[src/wps_pkg.sv]
// Shared types, codes and constants for the wheel prime sieve block.
`timescale 1ns / 1ps
package wps_pkg;

  localparam int unsigned MAX_LIMIT_DEF   = 65535;
  localparam int unsigned SIEVE_DEPTH_DEF = 21845;
  localparam int unsigned TABLE_DEPTH_DEF = 8192;

  localparam int LIMIT_W = 16;
  localparam int LEN_W   = 15;
  localparam int WHEEL_W = 17;
  localparam int TOTAL_W = 14;
  localparam int VALUE_W = 16;

  localparam logic [LIMIT_W-1:0] LIMIT_RESET = 16'hFFFF;

  // limit / 3 == (limit * DIV3_MUL) >> DIV3_SHIFT for every 16-bit limit
  localparam logic [LIMIT_W-1:0] DIV3_MUL   = 16'd43691;
  localparam int                 DIV3_SHIFT = 17;

  localparam logic [WHEEL_W-1:0] WHEEL_STEP_INIT  = 17'd8;
  localparam logic [WHEEL_W-1:0] WHEEL_STEPA_INC  = 17'd16;
  localparam logic [WHEEL_W-1:0] WHEEL_STEPB_INC  = 17'd8;
  localparam logic [WHEEL_W-1:0] WHEEL_FA_INIT    = 17'd3;
  localparam logic [WHEEL_W-1:0] WHEEL_FB_INIT    = 17'd7;
  localparam logic [WHEEL_W-1:0] WHEEL_SQ_INIT    = 17'd7;
  localparam logic [WHEEL_W-1:0] WHEEL_INC        = 17'd2;
  localparam logic [WHEEL_W-1:0] WHEEL_FB_LONG    = 17'd6;
  localparam logic [WHEEL_W-1:0] FILL_NUM_INIT    = 17'd5;
  localparam logic [WHEEL_W-1:0] FILL_STEP_SHORT  = 17'd2;
  localparam logic [WHEEL_W-1:0] FILL_STEP_LONG   = 17'd4;
  localparam logic [VALUE_W-1:0] PRIME_TWO        = 16'd2;
  localparam logic [VALUE_W-1:0] PRIME_THREE      = 16'd3;

  localparam logic [1:0] KIND_BUILD = 2'd0;
  localparam logic [1:0] KIND_RANK  = 2'd1;
  localparam logic [1:0] KIND_READ  = 2'd2;

  typedef struct packed {
    logic [1:0]  kind;
    logic [15:0] query_number;
    logic [13:0] search_start;
    logic [12:0] read_position;
  } in_item_t;

  typedef struct packed {
    logic [13:0] prime_total;
    logic [13:0] rank_result;
    logic [15:0] prime_value;
    logic        out_of_range;
  } out_item_t;

  typedef struct packed {
    logic ld_item;
    logic len_mul;
    logic len_set;
    logic clr_wr;
    logic strk_init;
    logic bit_rd;
    logic walk_a_init;
    logic walk_b_init;
    logic walk_wr;
    logic wheel_adv;
    logic fill_init;
    logic tbl_wr2;
    logic tbl_wr3;
    logic fill_rd;
    logic fill_step;
    logic count_set;
    logic rank_rd;
    logic rank_step;
    logic rank_fin;
    logic read_rd;
  } cmd_t;

  typedef struct packed {
    logic [1:0] kind;
    logic       clr_lt_len;
    logic       sq_lt_len;
    logic       bit_set;
    logic       k_lt_len;
    logic       fill_go;
    logic       lo_lt_hi;
    logic       lo_lt_cnt;
  } sts_t;

endpackage

[src/wps_ctrl.sv]
// Controller state machine sequencing build, rank and read items.
`timescale 1ns / 1ps
module wps_ctrl (
  input  logic          clk_i,
  input  logic          rst_ni,
  input  logic          in_valid_i,
  output logic          in_ready_o,
  input  logic          out_free_i,
  output logic          out_ld_o,
  input  wps_pkg::sts_t sts_i,
  output wps_pkg::cmd_t cmd_o
);

  typedef enum logic [18:0] {
    ST_IDLE     = 19'h00001,
    ST_DECODE   = 19'h00002,
    ST_LEN_MUL  = 19'h00004,
    ST_LEN_SET  = 19'h00008,
    ST_CLEAR    = 19'h00010,
    ST_STRK_RD  = 19'h00020,
    ST_STRK_CHK = 19'h00040,
    ST_WALK_A   = 19'h00080,
    ST_WALK_B   = 19'h00100,
    ST_ADV      = 19'h00200,
    ST_FILL2    = 19'h00400,
    ST_FILL3    = 19'h00800,
    ST_FILL_RD  = 19'h01000,
    ST_FILL_CHK = 19'h02000,
    ST_RANK_CHK = 19'h04000,
    ST_RANK_CMP = 19'h08000,
    ST_RANK_FIN = 19'h10000,
    ST_READ_RD  = 19'h20000,
    ST_DONE     = 19'h40000
  } state_e;

  state_e state_q, state_d;

  always_comb begin
    state_d    = state_q;
    cmd_o      = '0;
    in_ready_o = 1'b0;
    out_ld_o   = 1'b0;
    case (state_q)
      ST_IDLE: begin
        in_ready_o = 1'b1;
        if (in_valid_i) begin
          cmd_o.ld_item = 1'b1;
          state_d       = ST_DECODE;
        end
      end
      ST_DECODE: begin
        case (sts_i.kind)
          wps_pkg::KIND_BUILD: state_d = ST_LEN_MUL;
          wps_pkg::KIND_RANK:  state_d = ST_RANK_CHK;
          wps_pkg::KIND_READ:  state_d = ST_READ_RD;
          default:             state_d = ST_DONE;
        endcase
      end
      ST_LEN_MUL: begin
        cmd_o.len_mul = 1'b1;
        state_d       = ST_LEN_SET;
      end
      ST_LEN_SET: begin
        cmd_o.len_set = 1'b1;
        state_d       = ST_CLEAR;
      end
      ST_CLEAR: begin
        if (sts_i.clr_lt_len) begin
          cmd_o.clr_wr = 1'b1;
        end else begin
          cmd_o.strk_init = 1'b1;
          state_d         = ST_STRK_RD;
        end
      end
      ST_STRK_RD: begin
        if (sts_i.sq_lt_len) begin
          cmd_o.bit_rd = 1'b1;
          state_d      = ST_STRK_CHK;
        end else begin
          cmd_o.fill_init = 1'b1;
          state_d         = ST_FILL2;
        end
      end
      ST_STRK_CHK: begin
        if (sts_i.bit_set) begin
          state_d = ST_ADV;
        end else begin
          cmd_o.walk_a_init = 1'b1;
          state_d           = ST_WALK_A;
        end
      end
      ST_WALK_A: begin
        if (sts_i.k_lt_len) begin
          cmd_o.walk_wr = 1'b1;
        end else begin
          cmd_o.walk_b_init = 1'b1;
          state_d           = ST_WALK_B;
        end
      end
      ST_WALK_B: begin
        if (sts_i.k_lt_len) begin
          cmd_o.walk_wr = 1'b1;
        end else begin
          state_d = ST_ADV;
        end
      end
      ST_ADV: begin
        cmd_o.wheel_adv = 1'b1;
        state_d         = ST_STRK_RD;
      end
      ST_FILL2: begin
        cmd_o.tbl_wr2 = 1'b1;
        state_d       = ST_FILL3;
      end
      ST_FILL3: begin
        cmd_o.tbl_wr3 = 1'b1;
        state_d       = ST_FILL_RD;
      end
      ST_FILL_RD: begin
        if (sts_i.fill_go) begin
          cmd_o.fill_rd = 1'b1;
          state_d       = ST_FILL_CHK;
        end else begin
          cmd_o.count_set = 1'b1;
          state_d         = ST_DONE;
        end
      end
      ST_FILL_CHK: begin
        cmd_o.fill_step = 1'b1;
        state_d         = ST_FILL_RD;
      end
      ST_RANK_CHK: begin
        if (sts_i.lo_lt_hi) begin
          cmd_o.rank_rd = 1'b1;
          state_d       = ST_RANK_CMP;
        end else if (sts_i.lo_lt_cnt) begin
          cmd_o.rank_rd = 1'b1;
          state_d       = ST_RANK_FIN;
        end else begin
          state_d = ST_DONE;
        end
      end
      ST_RANK_CMP: begin
        cmd_o.rank_step = 1'b1;
        state_d         = ST_RANK_CHK;
      end
      ST_RANK_FIN: begin
        cmd_o.rank_fin = 1'b1;
        state_d        = ST_DONE;
      end
      ST_READ_RD: begin
        cmd_o.read_rd = 1'b1;
        state_d       = ST_DONE;
      end
      ST_DONE: begin
        if (out_free_i) begin
          out_ld_o = 1'b1;
          state_d  = ST_IDLE;
        end
      end
      default: begin
        state_d = ST_IDLE;
      end
    endcase
  end

  always_ff @(posedge clk_i or negedge rst_ni) begin
    if (!rst_ni) begin
      state_q <= ST_IDLE;
    end else begin
      state_q <= state_d;
    end
  end

endmodule

[config.mk]
export PLATFORM = sky130hd
export DESIGN_NAME = wps_ctrl
export DESIGN_NICKNAME = d
export VERILOG_FILES = /design/src/wps_pkg.sv /design/src/wps_ctrl.sv
export SDC_FILE = /design/constraint.sdc
export NUM_CORES = 1
export LEC_CHECK = 0
export BUFFER_PORTS_ARGS = -buffer_cell sky130_fd_sc_hd__buf_2
export CORE_MARGIN = 2
export CORE_UTILIZATION = 30
export DETAILED_ROUTE_END_ITERATION = 16
export PLACE_DENSITY = 0.6
export SYNTH_ARGS = -nofsm -noshare
export SYNTH_HDL_FRONTEND = slang
export SYNTH_SLANG_ARGS = --single-unit
[constraint.sdc]
create_clock -name clk_i -period 3 [get_ports clk_i]
set_input_delay 0.15 -clock clk_i [delete_from_list [all_inputs] [get_ports clk_i]]
set_output_delay 0.15 -clock clk_i [all_outputs]
set_load 0.1 [all_outputs]
==> qor.csv <==
stage;metric;value;unit
global_routing;grt.overflow.total;0;
final_layout;fin_util;40.3;%
final_layout;syn2layout_area_growth;27.4;%
detailed_routing;wl_met1;1570;um
final_layout;top_register;state_q;
detailed_routing;drt-vias-per-instance;5.52;
sta;period_share;94.6;%
floorplanning;die_area;4850;um2
sta;worstMarginPinSlew;0.574;ns
final_layout;top_regs;state_q: 19 flops;
hold_path;hp-start;sts_i[7];
setup_path;worstPathCellList;or4_1, nor3_1, nand2_1, or4_1, nor2_2, clkbuf_4;
global_routing;grt_util_all_layers;14.3;%
sta;slew_headroom;61.2;%
clock_network;clk_pin_slew;0.08;ns
clock_network;ctsHtreeMaxLevel;1;
synthesis;yosys_warnings;0;
detailed_routing;drc;0;
setup_path;crit_path_end_kind;output pin;
synthesis;syn_area;1290;um2
synthesis;yosys.area.top_type_share;34.8;%
synthesis;syn_inst;134;
final_layout;final_cells;217;
global_routing;grt_pass1_vias;1148;
sta;min_period;2.84;ns
setup_path;crit_type;flop to output pin;
final_layout;layout.nets;181;
detailed_routing;dr_wl_met2;1540;um
sta;slew_viol_final;0;
placed_design;dp_hpwl;2610;um
global_routing;grt_max_degree;20;
floorplanning;io_pins;35;
floorplanning;num_rows;23;
final_layout;fillers;408;
sta;fmax;352;MHz
setup_path;worst_path_most_repeated_cell;or4_1;
setup_path;crit_path_start;state_q[8];
clock_network;numCtsBuffers;3;
floorplanning;coreArea;4090;um2
setup_path;critPathMaxFanout;6;
detailed_routing;vias;1198;
hold_path;hold_class;input pin to flop;
floorplanning;die_w;69.6;um
synthesis;synthFlopType;dfrtp_1;
placed_design;placed_cells;212;
detailed_routing;top_layer;met4;
synthesis;synthesis.nets;147;
floorplanning;die_h;69.6;um
clock_network;cts_buffer_depth;2;
setup_path;r2r-start;state_q[8];
synthesis;avgSynthCellArea;9.65;um2
synthesis;yosysSeqAreaShare;36.9;%
setup_path;cp.required;2.85;ns
floorplanning;initial_core_util;31.6;%
global_routing;grt_first_pass_wirelength;5580;um
clock_network;clkLatencyLatePin;0.27;ns
synthesis;yosysTopAreaCell;dfrtp_1;
clock_network;clock-sinks;19;
sta;hold_violations;0;
outcome;run_status;finished, final reports clean;
detailed_routing;routed-wl-met3;168;um
final_layout;antenna_cells;0;
clock_network;cts_setup_buffers;0;
sta;setup_viol;0;
synthesis;synth.distinct_cells;42;
placed_design;portBuffers;34;
synthesis;synth-seq-cells;19;
global_routing;antenna_found_initial;0;
synthesis;async_flop_share;100;%
detailed_routing;drt_pass1_iterations;4;
setup_path;critPathBufInv;1;
sta;skew;0.00694;ns
power_and_ir_drop;peakVddDrop;0.000197;V
detailed_routing;drtIter0Drc;81;
power_and_ir_drop;power_leakage;0.000820;uW
placed_design;gp_congestion;0.819;
setup_path;critical_path.top_delay_family;simple AND/OR/NAND/NOR gates;
clock_network;root_buffer;clkbuf_8;
final_layout;largest_register_ffs;19;
detailed_routing;finalWirelength;3350;um
sta;rsz0062_at_grt;no;
setup_path;critPathSlowestCell;or4_1;
setup_path;cp_slowest_stage_delay;0.69;ns
clock_network;cts_tree;yes;
flow_run;maxCapViolCount;0;
synthesis;synth.area.top_cells;dfrtp_1, and4b_1, nor2_1;
setup_path;arrival;2.69;ns
detailed_routing;avgRoutedWirePerCell;15.4;um
synthesis;synth_edf_count;0;
setup_path;start_kind;flop;
detailed_routing;ant_nets;0;
final_layout;drive_gt1_share;34.1;%
power_and_ir_drop;p_per_area;636;nW/um2
[through the flow]
step	total power, uW	instance area [um2]	hold slack, ns	setup WS [ns]	setup TNS, ns
after floorplan	758	1370	-0.146	-0.843	-2.61
after global placement	844	1570	0.122	0.411	0
after detailed placement	857	1570	0.133	0.342	0
after CTS	1040	1630	0.0666	0.0498	0
after global routing	1110	1650	0.0766	0.0297	0
final	1050	1650	0.0679	0.163	0
[power by group]
part / total, uW / switching [uW] / internal [uW] / leakage, uW
clock network: 186 / 91.5 / 94.8 / 0.0000228
registers: 324 / 42.2 / 282 / 0.000261
logic: 536 / 360 / 177 / 0.000536
total: 1050 / 493 / 554 / 0.000820
[path summary, 6_finish.rpt]
path                                to  slack, ns  depth (start not counted)
setup / recovery             cmd_o[13]       0.16                          6
hold / removal              state_q[2]       0.07                          2
setup reg to reg            state_q[8]       0.62                          6
hold reg to reg             state_q[8]       0.60                          1
max in group asynchronous   state_q[0]       2.31                          2
min in group asynchronous  state_q[18]       0.36                          2
[synthesized netlist by cell type, types with 2 or more instances]
cell	count
a21o_1	3
dfrtp_1	18
or4_1	4
nor4b_1	5
nor2_1	16
and2_1	2
nand2b_1	2
and4b_1	10
o21ai_0	4
nand4b_4	2
nor2_4	2
o211ai_1	2
inv_1	5
nand3_1	2
nor3_1	7
xnor2_1	2
clkbuf_1	4
xor2_1	3
nor4_1	3
nor4bb_1	3
nand2_1	7
and3_1	2
or4_4	4
nor3b_1	4
[per-layer routing]
metal / vias to the layer above / GRT usage (%)
li1: 582 / -
met1: 572 / 19.1
met3: 6 / 2.91
met5: - / 0
met2: 38 / 22.0
met4: 0 / 7.05
[logic make-up after synthesis]
group	count (synthesis)	synth area share [%]
buffers and inverters	11	3.87
xor gates and xnor gates	5	3.39
and+or+nand+nor	83	47.2
DFF	19	36.9
AOI/OAI and AO/OA	16	8.62
[final cells by class]
type	instances	area (um2)	area share, %
inverter	5	18.8	1.14
timing repair buffer	35	193	11.7
sequential	19	477	29.0
multi-input combinational	104	851	51.7
clock buffer	4	45.0	2.74
tap	50	62.6	3.80
[timing repair]
action                                 in CTS  in global routing
endpoints found under the hold margin      18                  0
setup endpoints to repair                   0                  5
resized for setup                           0                  6
hold buffers                                1                  0
[cells in the final DEF, fill, tap and decap left out, types with 2 or more instances in the layout]
cell,n
o21ai_0,4
nand2_1,7
or4_4,4
dfrtp_1,18
or4_1,4
nor4bb_4,2
nor2_1,15
inv_1,5
xnor2_1,2
clkbuf_8,3
xor2_1,3
nor4b_4,2
nand3_1,2
nand4b_4,2
nor3b_1,4
nand2b_1,2
nor4b_1,2
and3_1,2
nor3_2,2
nor2_4,2
a21o_1,3
clkbuf_4,5
o211ai_1,2
nor4_1,3
nor3_1,5
and4b_1,10
buf_2,29
and2_1,2
Note: power is estimated with default switching activity, not from simulation.
